--- src/hdl/multi_level_priority_queue_defines.svh ---
// assertion macros for the multi-level priority queue
// used by the top level only; expects i_clk and i_rst_n in scope
`ifndef MULTI_LEVEL_PRIORITY_QUEUE_DEFINES_SVH
`define MULTI_LEVEL_PRIORITY_QUEUE_DEFINES_SVH

// property that must hold at every clock edge out of reset
`define MLPQ_ASSERT(name, prop, msg) \
    name: assert property (@(posedge i_clk) disable iff (!i_rst_n) (prop)) \
        else $error(msg);

// implication whose consequent is checked on the next clock
`define MLPQ_ASSERT_NEXT(name, ante, cons, msg) \
    name: assert property (@(posedge i_clk) disable iff (!i_rst_n) (ante) |=> (cons)) \
        else $error(msg);

`endif

--- src/hdl/mlpq_pkg.sv ---
// shared constants, widths and codes for the multi-level priority queue
// no dependencies
package mlpq_pkg;

    localparam int NUM_LEVELS  = 4;
    localparam int LEVEL_DEPTH = 16;
    localparam int TASK_WIDTH  = 32;

    localparam int LVL_W       = (NUM_LEVELS > 1) ? $clog2(NUM_LEVELS) : 1;
    localparam int PTR_W       = $clog2(LEVEL_DEPTH);
    localparam int CNT_W       = $clog2(LEVEL_DEPTH + 1);
    localparam int STORE_DEPTH = NUM_LEVELS * LEVEL_DEPTH;
    localparam int ADDR_W      = $clog2(STORE_DEPTH);
    localparam int TOT_W       = $clog2(STORE_DEPTH + 1);

    // fixed field widths
    localparam int CMD_W    = 2;
    localparam int PRIO_W   = 8;
    localparam int DATA_W   = 32;
    localparam int LEN_W    = 5;
    localparam int STAT_W   = 2;
    localparam int LIU_W    = 3;
    localparam int PADDR_W  = 5;
    localparam int PDATA_W  = 32;

    // register indexes
    localparam logic [2:0] REG_LEVELS_IN_USE = 3'd0;
    localparam logic [2:0] REG_LEVEL_PRIO0   = 3'd1;
    localparam int         NUM_PRIO_REGS     = 4;

    localparam logic [LIU_W-1:0] LEVELS_IN_USE_RST = 3'd4;

    typedef enum logic [CMD_W-1:0] {
        CMD_PUSH = 2'd0,
        CMD_POP  = 2'd1,
        CMD_PEEK = 2'd2,
        CMD_LEN  = 2'd3
    } t_cmd;

    typedef enum logic [STAT_W-1:0] {
        ST_OK     = 2'd0,
        ST_NOPRIO = 2'd1,
        ST_FULL   = 2'd2,
        ST_EMPTY  = 2'd3
    } t_status;

endpackage

--- src/hdl/mlpq_ram.sv ---
// generic single-write, single-read ram with registered read data
// no dependencies
module mlpq_ram #(
    parameter int WIDTH  = 32,
    parameter int DEPTH  = 64,
    parameter int ADDR_W = $clog2(DEPTH)
) (
    input  logic              i_clk,
    input  logic              i_wr_en,
    input  logic [ADDR_W-1:0] i_wr_addr,
    input  logic [WIDTH-1:0]  i_wr_data,
    input  logic              i_rd_en,
    input  logic [ADDR_W-1:0] i_rd_addr,
    output logic [WIDTH-1:0]  o_rd_data
);

    logic [WIDTH-1:0] r_mem [DEPTH];
    logic [WIDTH-1:0] r_rd_data;

    always_ff @(posedge i_clk) begin
        if (i_wr_en) begin
            r_mem[i_wr_addr] <= i_wr_data;
        end
        if (i_rd_en) begin
            r_rd_data <= r_mem[i_rd_addr];
        end
    end

    assign o_rd_data = r_rd_data;

endmodule

--- src/hdl/multi_level_priority_queue.sv ---
// multi-level priority queue: one fifo of task words per level in a shared ram
// data path: an accepted item passes the decision register, beside the registered ram read,
// and then the result register
// throughput: one item per cycle, level selection and the queue state update finish in the
// accepting cycle; a stalled result holds the input back once stage one is also full
// reset (i_rst_n low, synchronous): all levels emptied, pipeline flushed,
// levels_in_use back to 4 and level priorities back to 0..3; the task ram is not cleared
`include "multi_level_priority_queue_defines.svh"

module multi_level_priority_queue (
    input  logic                          i_clk,
    input  logic                          i_rst_n,
    // input channel
    input  logic                          i_in_valid,
    output logic                          o_in_ready,
    input  logic [mlpq_pkg::CMD_W-1:0]    i_command,
    input  logic [mlpq_pkg::PRIO_W-1:0]   i_task_priority,
    input  logic [mlpq_pkg::DATA_W-1:0]   i_task_data,
    // result channel
    output logic                          o_out_valid,
    input  logic                          i_out_ready,
    output logic [mlpq_pkg::DATA_W-1:0]   o_out_task_data,
    output logic [mlpq_pkg::PRIO_W-1:0]   o_out_priority,
    output logic [mlpq_pkg::LEN_W-1:0]    o_level_length,
    output logic                          o_all_empty,
    output logic [mlpq_pkg::STAT_W-1:0]   o_status,
    // configuration port
    input  logic                          psel,
    input  logic                          penable,
    input  logic                          pwrite,
    input  logic [mlpq_pkg::PADDR_W-1:0]  paddr,
    input  logic [mlpq_pkg::PDATA_W-1:0]  pwdata,
    output logic [mlpq_pkg::PDATA_W-1:0]  prdata,
    output logic                          pready
);

    import mlpq_pkg::*;

    // configuration
    logic [LIU_W-1:0]  r_levels_in_use;
    logic [PRIO_W-1:0] r_prio [NUM_LEVELS];

    // queue state
    logic [PTR_W-1:0]  r_head  [NUM_LEVELS];
    logic [PTR_W-1:0]  r_tail  [NUM_LEVELS];
    logic [CNT_W-1:0]  r_count [NUM_LEVELS];
    logic [PTR_W-1:0]  n_head  [NUM_LEVELS];
    logic [PTR_W-1:0]  n_tail  [NUM_LEVELS];
    logic [CNT_W-1:0]  n_count [NUM_LEVELS];

    // stage one (after the decision)
    logic              r_s1_valid;
    logic              r_s1_use_data;
    logic [PRIO_W-1:0] r_s1_prio;
    logic [LEN_W-1:0]  r_s1_len;
    logic              r_s1_empty;
    t_status           r_s1_status;

    // result register
    logic              r_out_valid;
    logic [DATA_W-1:0] r_out_data;
    logic [PRIO_W-1:0] r_out_prio;
    logic [LEN_W-1:0]  r_out_len;
    logic              r_out_empty;
    t_status           r_out_status;

    logic              n_s1_use_data;
    logic [PRIO_W-1:0] n_s1_prio;
    logic [LEN_W-1:0]  n_s1_len;
    logic              n_s1_empty;
    t_status           n_s1_status;

    logic                  w_cfg_wr;
    logic [2:0]            w_cfg_idx;
    logic                  w_accept;
    logic                  w_out_adv;
    t_cmd                  w_cmd;
    logic [NUM_LEVELS-1:0] w_active;

    logic              w_fnd;
    logic [LVL_W-1:0]  w_fidx;
    logic [CNT_W-1:0]  w_fcnt;
    logic [PTR_W-1:0]  w_ftail;
    logic              w_bfnd;
    logic [LVL_W-1:0]  w_bidx;
    logic [PRIO_W-1:0] w_bprio;
    logic [PTR_W-1:0]  w_bhead;

    logic              w_push_ok;
    logic              w_pop_ok;
    logic              w_rd_en;
    logic [ADDR_W-1:0] w_wr_addr;
    logic [ADDR_W-1:0] w_rd_addr;
    logic [63:0]       w_wr_wide;
    logic [TASK_WIDTH-1:0] w_rd_data;
    logic [63:0]       w_rd_wide;
    logic [TOT_W-1:0]  w_total;

    // configuration port
    assign pready    = 1'b1;
    assign w_cfg_wr  = psel && penable && pwrite;
    assign w_cfg_idx = paddr[4:2];

    always_ff @(posedge i_clk) begin
        if (!i_rst_n) begin
            r_levels_in_use <= LEVELS_IN_USE_RST;
            for (int i = 0; i < NUM_LEVELS; i++) begin
                r_prio[i] <= PRIO_W'(i);
            end
        end else if (w_cfg_wr) begin
            if (w_cfg_idx == REG_LEVELS_IN_USE) begin
                r_levels_in_use <= pwdata[LIU_W-1:0];
            end
            for (int i = 0; i < NUM_LEVELS; i++) begin
                if (i < NUM_PRIO_REGS && w_cfg_idx == REG_LEVEL_PRIO0 + 3'(i)) begin
                    r_prio[i] <= pwdata[PRIO_W-1:0];
                end
            end
        end
    end

    always_comb begin
        prdata = '0;
        if (w_cfg_idx == REG_LEVELS_IN_USE) begin
            prdata = PDATA_W'(r_levels_in_use);
        end
        for (int i = 0; i < NUM_LEVELS; i++) begin
            if (i < NUM_PRIO_REGS && w_cfg_idx == REG_LEVEL_PRIO0 + 3'(i)) begin
                prdata = PDATA_W'(r_prio[i]);
            end
        end
    end

    // handshake
    assign w_out_adv  = !r_out_valid || i_out_ready;
    assign o_in_ready = !r_s1_valid || w_out_adv;
    assign w_accept   = i_in_valid && o_in_ready;
    assign w_cmd      = t_cmd'(i_command);

    // level selection
    always_comb begin
        w_fnd   = 1'b0;
        w_fidx  = '0;
        w_fcnt  = '0;
        w_ftail = '0;
        w_bfnd  = 1'b0;
        w_bidx  = '0;
        w_bprio = '0;
        w_bhead = '0;
        for (int i = 0; i < NUM_LEVELS; i++) begin
            w_active[i] = 4'(i) < 4'(r_levels_in_use);
            // first active level whose priority matches
            if (!w_fnd && w_active[i] && r_prio[i] == i_task_priority) begin
                w_fnd   = 1'b1;
                w_fidx  = LVL_W'(i);
                w_fcnt  = r_count[i];
                w_ftail = r_tail[i];
            end
            // highest priority non-empty level, strict compare keeps lowest index on ties
            if (w_active[i] && r_count[i] != '0 && (!w_bfnd || r_prio[i] > w_bprio)) begin
                w_bfnd  = 1'b1;
                w_bidx  = LVL_W'(i);
                w_bprio = r_prio[i];
                w_bhead = r_head[i];
            end
        end
    end

    always_comb begin
        n_s1_use_data = 1'b0;
        n_s1_prio     = '0;
        n_s1_len      = '0;
        n_s1_status   = ST_OK;
        w_push_ok     = 1'b0;
        w_pop_ok      = 1'b0;
        w_rd_en       = 1'b0;
        case (w_cmd)
            CMD_PUSH: begin
                if (!w_fnd) begin
                    n_s1_status = ST_NOPRIO;
                end else if (w_fcnt >= CNT_W'(LEVEL_DEPTH)) begin
                    n_s1_status = ST_FULL;
                end else begin
                    w_push_ok = w_accept;
                end
            end
            CMD_POP, CMD_PEEK: begin
                if (!w_bfnd) begin
                    n_s1_status = ST_EMPTY;
                end else begin
                    n_s1_use_data = 1'b1;
                    n_s1_prio     = w_bprio;
                    w_rd_en       = w_accept;
                    w_pop_ok      = w_accept && (w_cmd == CMD_POP);
                end
            end
            CMD_LEN: begin
                if (!w_fnd) begin
                    n_s1_status = ST_NOPRIO;
                end else begin
                    n_s1_len = LEN_W'(w_fcnt);
                end
            end
            default: begin
                n_s1_status = ST_OK;
            end
        endcase
    end

    // next queue state and all-empty flag after this item
    always_comb begin
        n_s1_empty = 1'b1;
        w_total    = '0;
        for (int i = 0; i < NUM_LEVELS; i++) begin
            n_head[i]  = r_head[i];
            n_tail[i]  = r_tail[i];
            n_count[i] = r_count[i];
            if (w_push_ok && w_fidx == LVL_W'(i)) begin
                n_tail[i]  = (r_tail[i] == PTR_W'(LEVEL_DEPTH - 1)) ? '0 : r_tail[i] + 1'b1;
                n_count[i] = r_count[i] + 1'b1;
            end
            if (w_pop_ok && w_bidx == LVL_W'(i)) begin
                n_head[i]  = (r_head[i] == PTR_W'(LEVEL_DEPTH - 1)) ? '0 : r_head[i] + 1'b1;
                n_count[i] = r_count[i] - 1'b1;
            end
            if (w_active[i] && n_count[i] != '0) begin
                n_s1_empty = 1'b0;
            end
            w_total = w_total + TOT_W'(r_count[i]);
        end
    end

    always_ff @(posedge i_clk) begin
        if (!i_rst_n) begin
            for (int i = 0; i < NUM_LEVELS; i++) begin
                r_head[i]  <= '0;
                r_tail[i]  <= '0;
                r_count[i] <= '0;
            end
        end else if (w_accept) begin
            for (int i = 0; i < NUM_LEVELS; i++) begin
                r_head[i]  <= n_head[i];
                r_tail[i]  <= n_tail[i];
                r_count[i] <= n_count[i];
            end
        end
    end

    // task store
    assign w_wr_wide = 64'(i_task_data);
    assign w_wr_addr = ADDR_W'(w_fidx) * ADDR_W'(LEVEL_DEPTH) + ADDR_W'(w_ftail);
    assign w_rd_addr = ADDR_W'(w_bidx) * ADDR_W'(LEVEL_DEPTH) + ADDR_W'(w_bhead);

    mlpq_ram #(
        .WIDTH  (TASK_WIDTH),
        .DEPTH  (STORE_DEPTH),
        .ADDR_W (ADDR_W)
    ) u_task_store (
        .i_clk     (i_clk),
        .i_wr_en   (w_push_ok),
        .i_wr_addr (w_wr_addr),
        .i_wr_data (w_wr_wide[TASK_WIDTH-1:0]),
        .i_rd_en   (w_rd_en),
        .i_rd_addr (w_rd_addr),
        .o_rd_data (w_rd_data)
    );

    assign w_rd_wide = 64'(w_rd_data);

    // pipeline control
    always_ff @(posedge i_clk) begin
        if (!i_rst_n) begin
            r_s1_valid  <= 1'b0;
            r_out_valid <= 1'b0;
        end else begin
            if (o_in_ready) begin
                r_s1_valid <= i_in_valid;
            end
            if (w_out_adv) begin
                r_out_valid <= r_s1_valid;
            end
        end
    end

    // payload
    always_ff @(posedge i_clk) begin
        if (w_accept) begin
            r_s1_use_data <= n_s1_use_data;
            r_s1_prio     <= n_s1_prio;
            r_s1_len      <= n_s1_len;
            r_s1_empty    <= n_s1_empty;
            r_s1_status   <= n_s1_status;
        end
        if (w_out_adv && r_s1_valid) begin
            // ram read data is held while stage one waits, no new read is issued
            r_out_data   <= r_s1_use_data ? w_rd_wide[DATA_W-1:0] : '0;
            r_out_prio   <= r_s1_prio;
            r_out_len    <= r_s1_len;
            r_out_empty  <= r_s1_empty;
            r_out_status <= r_s1_status;
        end
    end

    assign o_out_valid     = r_out_valid;
    assign o_out_task_data = r_out_data;
    assign o_out_priority  = r_out_prio;
    assign o_level_length  = r_out_len;
    assign o_all_empty     = r_out_empty;
    assign o_status        = r_out_status;

    // checks
    `MLPQ_ASSERT_NEXT(a_pop_takes_one, w_pop_ok, w_total == $past(w_total) - 1'b1, "pop did not remove exactly one task")
    `MLPQ_ASSERT_NEXT(a_peek_keeps_fill, w_accept && w_cmd == CMD_PEEK, w_total == $past(w_total), "peek changed the fill")
    `MLPQ_ASSERT(a_empty_flag, !(r_out_valid && r_out_status == ST_EMPTY) || r_out_empty, "nothing queued without all-empty flag")

endmodule

--- config.mk ---
export PLATFORM = sky130hd
export DESIGN_NAME = multi_level_priority_queue
export DESIGN_NICKNAME = d
export VERILOG_FILES = /design/src/hdl/mlpq_pkg.sv /design/src/hdl/mlpq_ram.sv /design/src/hdl/multi_level_priority_queue.sv
export VERILOG_INCLUDE_DIRS = /design/src /design/src/hdl
export SDC_FILE = /design/constraint.sdc
export NUM_CORES = 2
export LEC_CHECK = 0
export ABC_CLOCK_PERIOD_IN_PS = 14300
export BUFFER_PORTS_ARGS = -buffer_cell sky130_fd_sc_hd__buf_4
export CORE_MARGIN = 3
export CORE_UTILIZATION = 50
export DETAILED_ROUTE_END_ITERATION = 7
export PLACE_DENSITY = 0.66
export SYNTH_ARGS = -nofsm -noshare
export SYNTH_HDL_FRONTEND = slang
export SYNTH_SLANG_ARGS = --single-unit
export TNS_END_PERCENT = 5
--- constraint.sdc ---
create_clock -name i_clk -period 14.3 [get_ports i_clk]
set_clock_uncertainty 0.1 [all_clocks]
set_input_delay 1.43 -clock i_clk [delete_from_list [all_inputs] [get_ports i_clk]]
set_output_delay 1.43 -clock i_clk [all_outputs]
set_load 0.03 [all_outputs]
* Word level (Yosys, flattened, before mapping) *
Memories as Yosys holds them, arrays and structs flattened. A register that Yosys moved wholly into a read port is not among the register bits.
Index checks and enable logic that the tools add are counted.

word-level totals
  register bits after elaboration = 70
  RAM bits = 2,132
  word-level logic and storage cells = 257
  memories kept = 5

cells by class
  add/subtract/negate cells = 18
  order comparisons = 8
  equal/unequal tests = 25
  multiplexer cells = 111
  bitwise gates (word level) = 16
  reductions and logical operators = 61

memories
  memory              words  bits a word  read ports  clocked after Yosys merged registers in  write ports  RTL line                          RTL
  u_task_store.r_mem  64     32           1           1                                        1            mlpq_ram.sv:17                    logic [WIDTH-1:0] r_mem [DEPTH];
  r_prio              4      8            4           0                                        4            multi_level_priority_queue.sv:41  logic [PRIO_W-1:0] r_prio [NUM_LEVELS];
  r_count             4      5            4           0                                        4            multi_level_priority_queue.sv:46  logic [CNT_W-1:0] r_count [NUM_LEVELS];
  r_head              4      4            4           0                                        4            multi_level_priority_queue.sv:44  logic [PTR_W-1:0] r_head [NUM_LEVELS];
  r_tail              4      4            4           0                                        4            multi_level_priority_queue.sv:45  logic [PTR_W-1:0] r_tail [NUM_LEVELS];

operator list
  operator             number
  $mux 32              4
  $mux 4               32
  $mux 5               16
  $mux 8               8
  $mux 1               42
  $reduce_bool 5->1    8
  $add 4x1->4 const B  8
  $eq 4x4->1 const B   8
  $eq 8x8->1           4
  $logic_and 1x1->1    31
  $gt 8x8->1           3
  $add 5x1->5 const B  4
  $sub 5x1->5 const B  4
  $or 1x1->1           16
  $mux 2               7
  $add 6x4->6          2
  $eq 2x2->1 const B   6
  $logic_not 1->1      8
  $eq 2x1->1 const B   3
  $eq 3x2->1 const B   2
  $logic_not 2->1      3
  $lt 1x3->1 const A   2
  $lt 2x3->1 const A   2
  $pmux 2 s3           1
  other kinds (9)      15

* Logic depth before layout (Yosys ltp) *
An unclocked memory read counts as a cell.

  depth after elaboration = 26
  gate-level depth with buffers = 42

* Modules after synthesis *
A second synthesis with hierarchy kept.

second synthesis, totals
  cell total of the unflattened synthesis = 4,209
  area, all modules = 88,082.0 um^2

by module, submodules not included
  module                      times used  cells an instance  area each (um^2)  sequential area each (um^2)
  mlpq_ram                    1           3,324              78,838.1          62,459.9
  multi_level_priority_queue  1           885                9,243.9           4,574.4

* Least setup slack after synthesis *
No wires, ideal clock.

  path type = reg-to-reg
  start = memory r_count[0][0] (netlist bit)
  end = register u_task_store.r_rd_data[11], in the netlist u_task_store.o_rd_data[11], read port of u_task_store.r_mem, data pin
  library setup time = 272 ps
  arrival time = 8,146 ps
  data required time = 13,928 ps
  setup slack = 5,782 ps
  stages on the path, launching flop included = 37
  path buffers = 9
  path through = edfxtp_1 -> inv_1 -> ha_1 -> nor4b_4 -> nor2_1 -> clkbuf_1 -> nand2_1 -> ha_1 -> nand4_1 -> nor4_1 -> or3_1 -> a31oi_2 -> clkbuf_1 -> buf_1 -> a21oi_1 -> ha_1 -> a211oi_1 -> nor2_1 -> or3_4 -> o21ai_2 -> clkbuf_1 -> buf_1 -> o21ai_0 -> ha_1 -> nand4_1 -> nand2b_1 -> a211o_1 -> and3_1 -> buf_2 -> buf_1 -> o221ai_2 -> buf_2 -> clkbuf_1 -> nand3_1 -> a31oi_1 -> o22ai_1 -> or4b_1

RTL lines
  element          RTL line                          RTL
  start, declared  multi_level_priority_queue.sv:46
  end, declared    mlpq_ram.sv:18                    logic [WIDTH-1:0] r_rd_data;

==> flow_metrics.tcl <==
set metrics [dict create \
    rsz0062_at_grt "false" \
    synth-edff-count 2229 \
    drtIter0Drc 8385 \
    p_total_mw 18.73 \
    yosysTopAreaCell "edfxtp_1" \
    cts_made_buffers 215 \
    ys_types 90 \
    portBuffers 117 \
    setup_viol 0 \
    clk_latency_ns 0.87 \
    leakage_nw 34.30 \
    final_util_pct 56.52 \
    path_max_fanout 29 \
    netlist_area_um2 90980 \
    slew_violations 0 \
    drive_gt1_share_pct 10.07 \
    cpMostUsedCell "buf_4" \
    syn_to_final_growth_pct 11.58 \
    grt_max_degree 155 \
    gp_congestion 0.8637 \
    nets 6669 \
    max_cap_violations 0 \
    gr-total-overflow 0 \
    avgRoutedWirePerCell_um 29.66 \
    grtUsageTotal_pct 28.28 \
    ir_worst_vdd_mv 0.1792 \
    slew_headroom_pct 14.43 \
    htree_levels 4 \
    clk_pin_slew_ns 0.06 \
    hold_ws_ns 0.3168 \
    pwr_density_cell_nw_per_um2 184.5 \
    fmax_mhz 86.17 \
    vias_per_cell 6.453 \
    fp.dieArea_um2 187100 \
    yosysWarningCount 0 \
    postCtsSetupBuffers 0 \
    ant_nets 0 \
    rows 155 \
    yosysSeqAreaShare_pct 73.68 \
    coreArea_um2 179600 \
    violations "DRC" \
    finalCriticalPeriod_ns 11.61 \
    dp.final_hpwl_mm 145.0 \
    grt_pass1_wl_mm 383.3 \
    critPathLaunchType "flip-flop" \
    synth-seq-cells 2234 \
    die_width_um 432.6 \
    cts_buffer_depth 3 \
    hold_class "flip-flop to flip-flop" \
    crit_required_ns 14.79 \
    dr.pass1.iters 8 \
    initial_utilization_pct 50.66 \
    ioPinCount 169 \
    finalCritPeriodShare_pct 81.16 \
    die_h_um 432.6 \
    async_flop_share_pct 0 \
    syn_inst 6481 \
    postCtsHoldBufs 0 \
    arrival_ns 12.09 \
    synthTopCellsByArea "edfxtp_1 74%, nand2_1 5.7%, mux2i_1 2.3%" \
    cts_root_buffer "clkbuf_16" \
    num_vias 58540 \
    cts-resized-gates 0 \
    cp_slowest_cell "o311ai_0" \
    status "complete, but fails checks" \
    antenna_found_initial 13 \
    hold_violations 0 \
    cts.sinks 2234 \
    worst_slew_pin_slew_ns 1.273 \
    wl_mm 269.1 \
    synth_top_area_share_pct 73.57 \
    end_kind "flip-flop" \
    cts_tree "done" \
    crit_type "flip-flop to flip-flop" \
    syn_area_per_cell_um2 14.04 \
    synth_ff_type "edfxtp_1" \
    grt_pass1_vias 54890 \
    drc 2 \
    crit_path_max_incr_delay_ns 1.06 \
    fin_tns_setup_ns 0 \
]
## critical path: cells and delay by family, from the launching register on
kind | cells | cell delay (ns)
AND/OR/NAND/NOR | 15 | 3.95
AO/OA/AOI/OAI | 9 | 3.75
buffers and inverters | 6 | 1.84
adder cells (fa/ha/maj) | 4 | 1.18
flip-flops | 1 | 0.41
## metal layers
metal,global-route usage (%),part of all wire (%),vias to the layer above
met5,0,0.015,-
met4,13.03,4.9,6
met3,5.858,11,683
met2,44.43,46,3630
met1,38.11,38,29270
li1,-,-,24960
## cell usage in the layout (no fill, tap or decap), drive strengths merged, types with 104 or more instances in the layout
master / instances
edfxtp: 2229
clkbuf: 262
and3: 224
nand2: 1393
buf: 272
a21oi: 167
a211oi: 163
nand3: 355
clkinv: 104
mux2i: 207
nor2: 173
a31oi: 140
## logic make-up after synthesis
family / share of synthesized area (%)
compound gates: 8.689
fa+ha+maj: 0.6051
xor+xnor: 0.4910
buf+inv: 2.553
mux: 2.315
other cells: 0.008255
flops: 73.68
simple gates: 11.66
## sequential cells by signal, indices dropped and copies added, names as in the netlist, 2 cells and up
name and cells:
r_prio 32, r_s1_status 2, o_out_task_data 32, r_levels_in_use 3, r_count 20, o_level_length 5
u_task_store.r_mem 2048, o_status 2, o_out_priority 8, r_s1_len 5, r_head 16, r_tail 16
u_task_store.o_rd_data 32, r_s1_prio 8
## power breakdown
group          switching, mW  internal (mW)  leakage (nW)  total [mW]
Sequential            0.0756           7.33          20.2        7.41
Clock                   2.46           3.02          3.27        5.49
Combinational           4.15           1.68          10.8        5.84
## stage by stage
stage	cells	setup WS, ns	area, um2
after floorplan	6504	5.782	91060
after global placement	8677	2.899	94750
after detailed placement	8677	2.744	94750
after CTS	9070	2.709	101500
after global routing	9070	2.094	101500
final	9073	2.695	101500
## area by class of cell
type	count	area (um2)
clock inverters	131	1192
well taps	2355	2947
inverters	36	135.1
clock buffers	262	5557
flip-flops and latches	2234	67030
repair buffers	272	2292
fillers	13850	78080
diodes	3	7.507
multi-input cells	3780	22340
## final timing paths
check | start | endpoint | slack, ns | cells past startpoint
setup reg to reg | r_count[0][0] | u_task_store.o_rd_data[25] | 2.69 | 34
setup / recovery | r_count[0][0] | u_task_store.o_rd_data[25] | 2.69 | 34
hold / removal | r_s1_len[2] | o_level_length[2] | 0.32 | 0
hold reg to reg | r_s1_len[2] | o_level_length[2] | 0.32 | 0
## synth_stat cells (all sizes together) (5+ instances only)
master,number
o221ai,9
a221o,17
a211oi,163
o21ai,91
o31ai,7
a31oi,140
nand4,39
edfxtp,2229
nor3b,8
a311o,13
a32oi,80
inv,36
nor4,14
o2111ai,59
or4b,10
dfxtp,5
o22ai,33
nor2,173
a311oi,97
clkbuf,200
nor3,18
a32o,6
o311ai,35
xor2,21
ha,44
xnor2,30
a22oi,23
a2111oi,33
nand4b,8
nand2,1393
nor2b,13
and2,68
or3,23
a221oi,37
nand2b,10
a21oi,167
or4,6
nand3,355
mux2i,207
buf,254
a21o,13
and3,224
o211ai,19
Note: power is estimated with default switching activity, not from simulation.
